$ cat src/tmwu_pkg.sv
package tmwu_pkg;

    localparam int LEN_W  = 10;
    localparam int ADDR_W = 32;
    localparam int DATA_W = 32;
    localparam int BE_W   = 4;

    localparam logic [ADDR_W-1:0] LIMIT_RESET = 32'h0010_0000;
    localparam logic [ADDR_W-1:0] ADDR_STEP   = 32'd4;
    localparam logic [BE_W-1:0]   BE_ALL      = 4'hF;

    localparam logic KIND_WRITE = 1'b0;
    localparam logic KIND_END   = 1'b1;

    typedef enum logic [2:0] {
        PH_HDR0,
        PH_HDR1,
        PH_HDR2,
        PH_DATA,
        PH_ENDED
    } phase_t;

    typedef struct packed {
        logic              kind;
        logic [ADDR_W-1:0] byte_addr;
        logic [DATA_W-1:0] write_data;
        logic [BE_W-1:0]   byte_enable;
    } result_t;

    function automatic logic is_write_header(input logic [DATA_W-1:0] w);
        return (w[31] == 1'b0) && (w[30] == 1'b1) && (w[28:10] == 19'd0);
    endfunction

endpackage

$ cat src/tlp_memory_write_unpacker.sv
// a result passes from the decoder into the queue and then into the output register before out_valid shows it
// throughput: one word per cycle while the queue is not full (in_stall low), set by the header/data decoder
// a queue of QUEUE_DEPTH results lets the decoder run on while the output stalls
// reset (rst_n low, asynchronous): parser waits for header word 0, queue and
// output are emptied, address_limit returns to 0x0010_0000
module tlp_memory_write_unpacker #(
    parameter int MAX_LENGTH  = 1023,
    parameter int QUEUE_DEPTH = 4
) (
    input  logic                          clk,
    input  logic                          rst_n,
    input  logic                          in_valid,
    output logic                          in_stall,
    input  logic [tmwu_pkg::DATA_W-1:0]   word,
    output logic                          out_valid,
    input  logic                          out_stall,
    output logic                          kind,
    output logic [tmwu_pkg::ADDR_W-1:0]   byte_addr,
    output logic [tmwu_pkg::DATA_W-1:0]   write_data,
    output logic [tmwu_pkg::BE_W-1:0]     byte_enable,
    input  logic                          cfg_valid,
    output logic                          cfg_ready,
    input  logic [tmwu_pkg::ADDR_W-1:0]   cfg_data
);

    logic              accept;
    logic              push;
    logic              full;
    logic              not_empty;
    logic              pop;
    tmwu_pkg::result_t front_item;
    tmwu_pkg::result_t head_item;
    tmwu_pkg::result_t out_item;

    assign in_stall  = full;
    assign accept    = in_valid && !in_stall;
    assign cfg_ready = 1'b1;

    tmwu_front #(
        .MAX_LENGTH (MAX_LENGTH)
    ) u_front (
        .clk       (clk),
        .rst_n     (rst_n),
        .accept    (accept),
        .word      (word),
        .cfg_write (cfg_valid && cfg_ready),
        .cfg_data  (cfg_data),
        .push      (push),
        .item      (front_item)
    );

    tmwu_queue #(
        .DEPTH (QUEUE_DEPTH)
    ) u_queue (
        .clk       (clk),
        .rst_n     (rst_n),
        .push      (push),
        .push_item (front_item),
        .pop       (pop),
        .full      (full),
        .not_empty (not_empty),
        .head_item (head_item)
    );

    tmwu_back u_back (
        .clk       (clk),
        .rst_n     (rst_n),
        .not_empty (not_empty),
        .head_item (head_item),
        .pop       (pop),
        .out_stall (out_stall),
        .out_valid (out_valid),
        .out_item  (out_item)
    );

    assign kind        = out_item.kind;
    assign byte_addr   = out_item.byte_addr;
    assign write_data  = out_item.write_data;
    assign byte_enable = out_item.byte_enable;

endmodule

$ cat src/tmwu_front.sv
module tmwu_front #(
    parameter int MAX_LENGTH = 1023
) (
    input  logic                                  clk,
    input  logic                                  rst_n,
    input  logic                                  accept,
    input  logic [tmwu_pkg::DATA_W-1:0]           word,
    input  logic                                  cfg_write,
    input  logic [tmwu_pkg::ADDR_W-1:0]           cfg_data,
    output logic                                  push,
    output tmwu_pkg::result_t                     item
);

    localparam logic [tmwu_pkg::LEN_W-1:0] LEN_CAP = tmwu_pkg::LEN_W'(MAX_LENGTH);

    tmwu_pkg::phase_t                  phase_reg, phase_next;
    logic [tmwu_pkg::LEN_W-1:0]        words_left_reg, words_left_next;
    logic [tmwu_pkg::LEN_W-1:0]        packet_length_reg, packet_length_next;
    logic                              first_word_reg, first_word_next;
    logic [tmwu_pkg::ADDR_W-1:0]       run_address_reg, run_address_next;
    logic [tmwu_pkg::BE_W-1:0]         first_enable_reg, first_enable_next;
    logic [tmwu_pkg::BE_W-1:0]         last_enable_reg, last_enable_next;
    logic                              skip_packet_reg, skip_packet_next;
    logic [tmwu_pkg::ADDR_W-1:0]       address_limit_reg;
    logic [tmwu_pkg::LEN_W-1:0]        hdr_len;

    assign hdr_len = (word[tmwu_pkg::LEN_W-1:0] > LEN_CAP) ? LEN_CAP
                                                          : word[tmwu_pkg::LEN_W-1:0];

    always_ff @(posedge clk or negedge rst_n)
    begin
        if (!rst_n)
        begin
            phase_reg         <= tmwu_pkg::PH_HDR0;
            words_left_reg    <= '0;
            packet_length_reg <= '0;
            first_word_reg    <= 1'b0;
            run_address_reg   <= '0;
            first_enable_reg  <= '0;
            last_enable_reg   <= '0;
            skip_packet_reg   <= 1'b0;
            address_limit_reg <= tmwu_pkg::LIMIT_RESET;
        end
        else
        begin
            phase_reg         <= phase_next;
            words_left_reg    <= words_left_next;
            packet_length_reg <= packet_length_next;
            first_word_reg    <= first_word_next;
            run_address_reg   <= run_address_next;
            first_enable_reg  <= first_enable_next;
            last_enable_reg   <= last_enable_next;
            skip_packet_reg   <= skip_packet_next;
            if (cfg_write)
            begin
                address_limit_reg <= cfg_data;
            end
        end
    end

    always_comb
    begin
        phase_next         = phase_reg;
        words_left_next    = words_left_reg;
        packet_length_next = packet_length_reg;
        first_word_next    = first_word_reg;
        run_address_next   = run_address_reg;
        first_enable_next  = first_enable_reg;
        last_enable_next   = last_enable_reg;
        skip_packet_next   = skip_packet_reg;
        push               = 1'b0;
        item.kind          = tmwu_pkg::KIND_WRITE;
        item.byte_addr     = '0;
        item.write_data    = '0;
        item.byte_enable   = '0;

        if (accept)
        begin
            case (phase_reg)
                tmwu_pkg::PH_HDR0:
                begin
                    if (tmwu_pkg::is_write_header(word))
                    begin
                        packet_length_next = hdr_len;
                        phase_next         = tmwu_pkg::PH_HDR1;
                    end
                    else
                    begin
                        push       = 1'b1;
                        item.kind  = tmwu_pkg::KIND_END;
                        phase_next = tmwu_pkg::PH_ENDED;
                    end
                end
                tmwu_pkg::PH_HDR1:
                begin
                    first_enable_next = word[3:0];
                    last_enable_next  = word[7:4];
                    phase_next        = tmwu_pkg::PH_HDR2;
                end
                tmwu_pkg::PH_HDR2:
                begin
                    run_address_next = word;
                    skip_packet_next = word > address_limit_reg;
                    words_left_next  = packet_length_reg;
                    first_word_next  = 1'b1;
                    phase_next       = (packet_length_reg == '0) ? tmwu_pkg::PH_HDR0
                                                                 : tmwu_pkg::PH_DATA;
                end
                tmwu_pkg::PH_DATA:
                begin
                    push            = !skip_packet_reg;
                    item.kind       = tmwu_pkg::KIND_WRITE;
                    item.byte_addr  = run_address_reg;
                    item.write_data = word;
                    if (first_word_reg)
                    begin
                        item.byte_enable = first_enable_reg;
                    end
                    else if (words_left_reg == tmwu_pkg::LEN_W'(1))
                    begin
                        item.byte_enable = last_enable_reg;
                    end
                    else
                    begin
                        item.byte_enable = tmwu_pkg::BE_ALL;
                    end
                    run_address_next = run_address_reg + tmwu_pkg::ADDR_STEP;
                    first_word_next  = 1'b0;
                    words_left_next  = words_left_reg - tmwu_pkg::LEN_W'(1);
                    if (words_left_reg == tmwu_pkg::LEN_W'(1))
                    begin
                        phase_next = tmwu_pkg::PH_HDR0;
                    end
                end
                default:
                begin
                    phase_next = tmwu_pkg::PH_ENDED;
                end
            endcase
        end
    end

endmodule

$ cat src/tmwu_queue.sv
module tmwu_queue #(
    parameter int DEPTH = 4
) (
    input  logic              clk,
    input  logic              rst_n,
    input  logic              push,
    input  tmwu_pkg::result_t push_item,
    input  logic              pop,
    output logic              full,
    output logic              not_empty,
    output tmwu_pkg::result_t head_item
);

    localparam int PTR_W = (DEPTH > 1) ? $clog2(DEPTH) : 1;
    localparam int CNT_W = $clog2(DEPTH + 1);
    localparam logic [PTR_W-1:0] LAST_PTR = PTR_W'(DEPTH - 1);

    tmwu_pkg::result_t  mem_reg [DEPTH];
    logic [PTR_W-1:0]   wr_ptr_reg, wr_ptr_next;
    logic [PTR_W-1:0]   rd_ptr_reg, rd_ptr_next;
    logic [CNT_W-1:0]   count_reg, count_next;
    logic               do_push, do_pop;

    assign full      = (count_reg == CNT_W'(DEPTH));
    assign not_empty = (count_reg != '0);
    assign do_push   = push && !full;
    assign do_pop    = pop && not_empty;
    assign head_item = mem_reg[rd_ptr_reg];

    always_comb
    begin
        wr_ptr_next = wr_ptr_reg;
        rd_ptr_next = rd_ptr_reg;
        count_next  = count_reg;
        if (do_push)
        begin
            wr_ptr_next = (wr_ptr_reg == LAST_PTR) ? '0 : wr_ptr_reg + PTR_W'(1);
        end
        if (do_pop)
        begin
            rd_ptr_next = (rd_ptr_reg == LAST_PTR) ? '0 : rd_ptr_reg + PTR_W'(1);
        end
        if (do_push && !do_pop)
        begin
            count_next = count_reg + CNT_W'(1);
        end
        else if (do_pop && !do_push)
        begin
            count_next = count_reg - CNT_W'(1);
        end
    end

    always_ff @(posedge clk or negedge rst_n)
    begin
        if (!rst_n)
        begin
            wr_ptr_reg <= '0;
            rd_ptr_reg <= '0;
            count_reg  <= '0;
        end
        else
        begin
            wr_ptr_reg <= wr_ptr_next;
            rd_ptr_reg <= rd_ptr_next;
            count_reg  <= count_next;
        end
    end

    always_ff @(posedge clk)
    begin
        if (do_push)
        begin
            mem_reg[wr_ptr_reg] <= push_item;
        end
    end

endmodule

$ cat src/tmwu_back.sv
module tmwu_back (
    input  logic              clk,
    input  logic              rst_n,
    input  logic              not_empty,
    input  tmwu_pkg::result_t head_item,
    output logic              pop,
    input  logic              out_stall,
    output logic              out_valid,
    output tmwu_pkg::result_t out_item
);

    logic              valid_reg;
    tmwu_pkg::result_t item_reg;

    // refill the output register whenever it is empty or being taken
    assign pop       = not_empty && (!valid_reg || !out_stall);
    assign out_valid = valid_reg;
    assign out_item  = item_reg;

    always_ff @(posedge clk or negedge rst_n)
    begin
        if (!rst_n)
        begin
            valid_reg <= 1'b0;
        end
        else if (!valid_reg || !out_stall)
        begin
            valid_reg <= not_empty;
        end
    end

    always_ff @(posedge clk)
    begin
        if (pop)
        begin
            item_reg <= head_item;
        end
    end

endmodule

$ cat config.mk
export PLATFORM = sky130hd
export DESIGN_NAME = tlp_memory_write_unpacker
export DESIGN_NICKNAME = d
export VERILOG_FILES = /design/src/tmwu_pkg.sv /design/src/tlp_memory_write_unpacker.sv /design/src/tmwu_front.sv /design/src/tmwu_queue.sv /design/src/tmwu_back.sv
export SDC_FILE = /design/constraint.sdc
export NUM_CORES = 1
export LEC_CHECK = 0
export BUFFER_PORTS_ARGS = -buffer_cell sky130_fd_sc_hd__buf_2
export CORE_MARGIN = 3
export CORE_UTILIZATION = 63
export DETAILED_ROUTE_END_ITERATION = 7
export GPL_ROUTABILITY_DRIVEN = 0
export PLACE_DENSITY = 0.93
export SYNTH_ARGS = -nofsm -noshare
export SYNTH_HDL_FRONTEND = slang
export SYNTH_SLANG_ARGS = --single-unit
$ cat constraint.sdc
create_clock -name clk -period 5.4 [get_ports clk]
set_clock_uncertainty 0.05 [all_clocks]
set_input_delay 0.27 -clock clk [delete_from_list [all_inputs] [get_ports clk]]
set_output_delay 0.27 -clock clk [all_outputs]
set_load 0.03 [all_outputs]
==> results.cfg, run 1 <==
[worst_setup_path]
slowest_stage = nand3b_1
startpoint = u_front.phase_reg[0]
required_ns = 5.76
path_class = flop to flop
critical_path_arrival_ns = 4.12
slowest_delay_ns = 0.85
start_kind = flop
crit_buf_inv = 1
end_kind = flop
r2r_start = u_front.phase_reg[0]
path_max_fanout = 61
path_cells = nand3b_1, nor3_2, buf_4, and2_1, mux2i_1, nor2b_1
crit_family = simple AND/OR/NAND/NOR gates

[status]
outcome = finished, violations left
violations = design-rule violations

[power_and_ir_drop]
p_leak_nw = 8.15
p_clk_share_pct = 31.4
p_comb_share_pct = 20.2
p_total_w = 0.00913
p_sw_share_pct = 28.3
power.switching_w = 0.00258
internal_power_w = 0.00655
power_density_nw_per_um2 = 431
peakVddDrop_mv = 0.402
sequentialPowerShare_pct = 48.4

[timing]
slew_violations = 0
rsz0062_at_grt = no
fin_crit_ns = 3.77
finalCritPeriodShare_pct = 69.8
slew_headroom_pct = 24.0
hold_violations = 0
worst_pin_slew_ns = 1.14
setup_tns_ns = 0
timing.fmax_mhz = 265
setup_viol = 0

[die]
start_util_pct = 65.1
fp-row-count = 61
die_w_um = 177
die-height_um = 177
ios = 141
core_area_um2 = 28300
dieArea_um2 = 31300

[global_route]
grt_pass1_wl_mm = 68.9
track_usage_pct = 29.1
overflow = 0
grt_start_max_net_pins = 70
grt_pass1_vias = 11900
antenna_found_initial = 2

[cts]
ctsRootBufferMaster = clkbuf_16
clock-sinks = 450
cts_resized = 0
clockBufferDepth = 3
cts_tree = done
numCtsBuffers = 42
clk_pin_slew_ns = 0.07
h-tree-depth = 2
insertion_delay_ns = 0.54

[yosys]
ys_ff_latch = 450
synthCells = 1163
seq_area_frac_synth_pct = 70.5
ys_types = 64
synth_top_family_by_area = multiplexers
synth_edf_count = 345
syn_nets = 1274
ys_warn_count = 0
synth-adder-area-share_pct = 2.89
synthSimpleGateAreaFrac_pct = 8.40
synthFlopType = edfxtp_1
synth_compound_area_share_pct = 5.84
syn_area_per_cell_um2 = 15.8
syn_area_um2 = 18400
synth_xor_area_share_pct = 0.143
synthArstFlopShare_pct = 23.3
muxShareOfSynthArea_pct = 10.0

[routing]
num_vias = 11600
avgViaCountPerCell = 6.63
drt_pass1_iterations = 8
wl_per_cell_um = 25.7
first_iter_violations = 1753
wirelength_mm = 44.9
ant_nets = 0
route.detailed.drc = 79

[finish]
fin_util_pct = 74.8
fin_nets = 1449
drive_gt1_share_pct = 22.9
largest_reg_flops = 276
area_delta_synth_final_pct = 14.9
fill_cells = 1556

[flow_run]
maxCapViolations = 0

[min_path]
holdCritStartpoint = word[27]
hold_class = input port to flop

[place]
port_buffers = 139
dp.final_hpwl_mm = 25.6
## per-layer routing
metal | global-route usage [%] | routed length, um
met1 | 38.1 | 15900
met2 | 47.7 | 22000
met3 | 6.69 | 4560
met4 | 12.4 | 2440
met5 | 0 | 18
## through the flow
stage | hold WS (ns) | worst slack (ns) | cells | area [um2]
2_1_floorplan | -0.0756 | 1.98 | 1163 | 18400
3_3_place_gp | 0.379 | 1.96 | 1637 | 19500
3_5_place_dp | 0.379 | 1.80 | 1637 | 19500
4_1_cts | 0.0264 | 1.75 | 1749 | 21200
5_1_grt | 0.0333 | 1.43 | 1750 | 21200
6_report | 0.0307 | 1.63 | 1750 | 21200
## tightest hold or removal path: stages
cell,delay [ns]
buf_2,0.14
o22ai_1,0.11
a21oi_1,0.06
## layout make-up
cell class	count	area (um2)	share of cell area, %
clock buffers	62	1180	5.56
repair buffers	186	1150	5.43
multi-input cells	612	5060	23.9
diodes	1	2.50	0.0118
well taps	378	473	2.23
inverters	46	173	0.815
clock inverters	15	153	0.721
flip-flops and latches	450	13000	61.3
## power by group through the flow
stage                     combinational [W]  sequential (W)  clock (W)
after detailed placement            0.00179         0.00448          0
after CTS                           0.00185         0.00442    0.00288
after global placement              0.00177         0.00448          0
final                               0.00185         0.00442    0.00287
after floorplan                    0.000936         0.00480          0
after global routing                0.00195         0.00447    0.00302
## cells by family after synthesis
logic type               after synthesis
AND/OR/NAND/NOR                      292
AO/OA/AOI/OAI                        178
flip-flops                           450
buffers and inverters                101
other                                  1
XOR/XNOR                               3
adder cells (fa/ha/maj)               42
multiplexers                          96
## final timing paths
check                      cells after the start                             to  slack, ns
max                                            6    u_front.run_address_reg[30]       1.63
min                                            3    u_front.run_address_reg[27]       0.03
max reg2reg                                    6    u_front.run_address_reg[30]       1.63
min reg2reg                                    2    u_front.first_enable_reg[0]       0.45
max in group asynchronous                      3  u_front.address_limit_reg[27]       3.87
min in group asynchronous                      2     u_front.last_enable_reg[1]       0.34
## timing repair
item	in CTS	in global routing
endpoints found under the hold margin	98	0
hold buffers	35	0
setup buffers	0	0
## layout by cell type, fill, tap and decap left out, drive strengths merged, types with 22 or more instances in the layout
cell type,n
ha,41
buf,151
inv,47
o21ai,54
mux4,69
and2,62
dfrtp,104
dlygate4sd3,35
nor3,29
mux2,22
nand3,23
nor2,41
nand2,71
clkbuf,62
a21oi,53
edfxtp,345
## cell usage after synthesis, drive strengths merged, types with 3 or more instances
library cell,number,area share [%]
inv,46,0.94
dfrtp,104,14
ha,41,2.8
a21o,7,0.29
o31ai,4,0.16
clkbuf,37,0.75
nand3b,3,0.12
or3,5,0.17
or4,5,0.22
and2,62,2.1
mux2i,5,0.27
nand4,19,0.68
o21ai,54,1.5
nor4,13,0.44
mux4,69,8.4
and4,3,0.14
buf,18,0.50
nand2,71,1.5
o32ai,3,0.14
nand3,23,0.62
a211oi,8,0.33
mux2,22,1.3
nor2,41,0.83
a31oi,4,0.14
nor3b,4,0.16
edfxtp,345,56
nor2b,6,0.20
a21oi,53,1.4
a2bb2oi,6,0.29
o22ai,18,0.61
nor3,29,0.85
Power figures use the tool's default switching activity.
==> inputs of run 2 (changes only) <==
--- a/config.mk
+++ b/config.mk
@@ -5,12 +5,13 @@
 export SDC_FILE = /design/constraint.sdc
 export NUM_CORES = 1
 export LEC_CHECK = 0
+export ABC_AREA = 1
 export BUFFER_PORTS_ARGS = -buffer_cell sky130_fd_sc_hd__buf_2
 export CORE_MARGIN = 3
-export CORE_UTILIZATION = 63
+export CORE_UTILIZATION = 54
 export DETAILED_ROUTE_END_ITERATION = 7
 export GPL_ROUTABILITY_DRIVEN = 0
-export PLACE_DENSITY = 0.93
+export PLACE_DENSITY = 0.86
 export SYNTH_ARGS = -nofsm -noshare
 export SYNTH_HDL_FRONTEND = slang
 export SYNTH_SLANG_ARGS = --single-unit
==> constraint.sdc (replaced) <==
create_clock -name clk -period 3.3 [get_ports clk]
set_clock_uncertainty 0.05 [all_clocks]
set_input_delay 0.165 -clock clk [delete_from_list [all_inputs] [get_ports clk]]
set_output_delay 0.165 -clock clk [all_outputs]
set_load 0.03 [all_outputs]
==> results.cfg, run 2 <==
[worst_setup_path]
r2r-end = u_queue.count_reg[2]
start_kind = flop
critical_path_arrival_ns = 3.01
required_ns = 3.67
path_max_fanout = 9
reg2reg_depth = 13
slowest_stage = dfrtp_1
path_class = flop to flop
reg2reg_setup_slack_ns = 0.66
cpMostUsedCell = inv_1
r2r_start = u_queue.count_reg[0]
path_cells = inv_1, nand3_2, nand2_2, nor2_4, inv_2, or2_4, nand2_4, ha_1, inv_1, fa_1, a21oi_1, o21ai_0, xnor2_1
slowest_delay_ns = 0.43
end_kind = flop

[min_path]
holdPathStages = 3
holdCritStartpoint = word[9]
hold-path-endpoint = u_front.packet_length_reg[9]
hold_class = input port to flop

[yosys]
yosysMostFrequentCell = edfxtp_1
ys_top_cells_by_count = 345 x edfxtp_1, 260 x nor2_1, 232 x o21ai_0, 231 x nand2_1, 142 x inv_1
synthArstFlopShare_pct = 23.3
ys_types = 39
syn_nets = 1809
synth_top_area_share_pct = 54.7
synth_edf_count = 345
synthFlopType = edfxtp_1
synth_top_area_cell = edfxtp_1
synth.area.top_cells = edfxtp_1 55%, dfrtp_1 14%, o21ai_0 6.1%
seq_area_frac_synth_pct = 68.6
ys_warn_count = 0
synthCells = 1698
syn_area_um2 = 18900
syn_area_per_cell_um2 = 11.2
ys_ff_latch = 450

[place]
dpl_cell_area_um2 = 20100
dp.final_hpwl_mm = 30.2
port_buffers = 139
dp_slack_ns = 0.726

[global_route]
track_usage_pct = 25.2
met2_usage_pct = 41.2
use_met1_pct = 32.1
grt_start_max_net_pins = 115
grt_pass1_vias = 13800
grt_pass1_wl_mm = 74.7
top_usage_layer = met2
use_met3_pct = 5.32
antenna_found_initial = 0
overflow = 0

[finish]
layout_common_cells = 345 x edfxtp_1, 260 x nor2_1, 232 x o21ai_0
final_area_um2 = 22100
drive_gt1_share_pct = 13.4
largest_reg_flops = 276
final_common_cell = edfxtp_1
diodes = 0
fin_nets = 1978
fill_cells = 2358
area_delta_synth_final_pct = 16.5

[power_and_ir_drop]
power_density_nw_per_um2 = 699
peakVddDrop_mv = 0.480
p_leak_nw = 8.05
p_total_w = 0.0154

[routing]
wirelength_mm = 48.2
ant_nets = 0
route.detailed.drc = 0
wl_per_cell_um = 20.5
num_vias = 14000
drt_pass1_iterations = 7
avgViaCountPerCell = 5.94
first_iter_violations = 1912

[die]
ios = 141
die-height_um = 193
dieArea_um2 = 37400
fp-row-count = 67
die_w_um = 193
core_area_um2 = 34000
start_util_pct = 55.6

[cts]
clk_pin_slew_ns = 0.06
ctsRootBufferMaster = clkbuf_16
h-tree-depth = 2
clock-sinks = 450
insertion_delay_ns = 0.56
clockBufferDepth = 3
cts_tree = done
numCtsBuffers = 45
cts_setup_buffers = 0

[timing]
hold_ws_ns = 0.0182
fin_crit_ns = 2.64
hold_violations = 0
rsz0062_at_grt = no
setup_viol = 0
timing.fmax_mhz = 379
worst_pin_slew_ns = 1.12
finalCritPeriodShare_pct = 80.0
slew_headroom_pct = 25.4
timing.final.ws_setup_ns = 0.660
slew_violations = 0

[status]
outcome = complete, no violations

[flow_run]
maxCapViolations = 0
[run 2: worst max-delay path: cells and delay by family (launching register included)]
family,cells,cell delay [ns]
buffers and inverters,3,0.19
XOR/XNOR,1,0.14
flip-flops,1,0.43
AND/OR/NAND/NOR,5,0.89
AO/OA/AOI/OAI,2,0.28
adder cells (fa/ha/maj),2,0.53
[run 2: logic make-up (layout without fill, tap and decap cells)]
kind of cell | Yosys count | in the layout | synth area share, %
AO/OA/AOI/OAI | 387 | 387 | 10.9
XOR/XNOR | 16 | 16 | 0.740
adder cells (fa/ha/maj) | 42 | 42 | 2.81
buffers and inverters | 225 | 431 | 4.59
flip-flops | 450 | 450 | 68.6
multiplexers | 1 | 1 | 0.0595
other | 1 | 1 | 0.0198
AND/OR/NAND/NOR | 576 | 576 | 12.3
[run 2: power breakdown]
part	switching, W	internal [W]	leakage [nW]	total, W
clock network	0.00211	0.00313	0.748	0.00523
logic	0.00250	0.000815	3.56	0.00331
registers	0.000191	0.00669	3.74	0.00689
[run 2: stage by stage]
stage | util, % | setup TNS, ns | instances
6_report | 64.8 | 0 | 2352
5_1_grt | 64.8 | 0 | 2352
4_1_cts | 64.8 | 0 | 2352
3_5_place_dp | 59.1 | 0 | 2229
3_3_place_gp | 59.1 | 0 | 2229
2_1_floorplan | - | -94.88 | 1698
[run 2: what timing repair did]
action | CTS | global route
hold buffers | 39 | 0
hold endpoints to repair | 109 | 0
gates resized for setup | 0 | 0
[run 2: how the worst max path moves through the flow]
stage / start / to / slack, ns / cells past startpoint
after floorplan: u_queue.count_reg[0] / u_queue.mem_reg[0][0] / -0.34 / 6
after global placement: u_queue.count_reg[0] / u_queue.count_reg[2] / 0.75 / 13
after detailed placement: u_queue.count_reg[0] / u_queue.count_reg[2] / 0.73 / 13
after CTS: u_queue.count_reg[0] / u_queue.count_reg[2] / 0.70 / 13
after global routing: u_queue.count_reg[0] / u_queue.count_reg[2] / 0.43 / 13
final: u_queue.count_reg[0] / u_queue.count_reg[2] / 0.66 / 13
[run 2: area by class of cell]
type                       instances  area [um2]  area share (%)
clock buffer                      57        1230            5.59
clock inverter                    27         310            1.41
inverter                         148         557            2.52
multi-input combinational       1023        5120            23.2
sequential                       450       13000            58.9
tap                              448         561            2.54
timing repair buffer             199        1280            5.82
[run 2: per-layer routing]
layer  share of wire, %  wire, um  vias to the layer above
met5                  0         0                        -
met4                5.6      2690                        0
met3                 10      4840                      187
met2                 48     23100                      898
met1                 36     17500                     6667
li1                   -         -                     6226
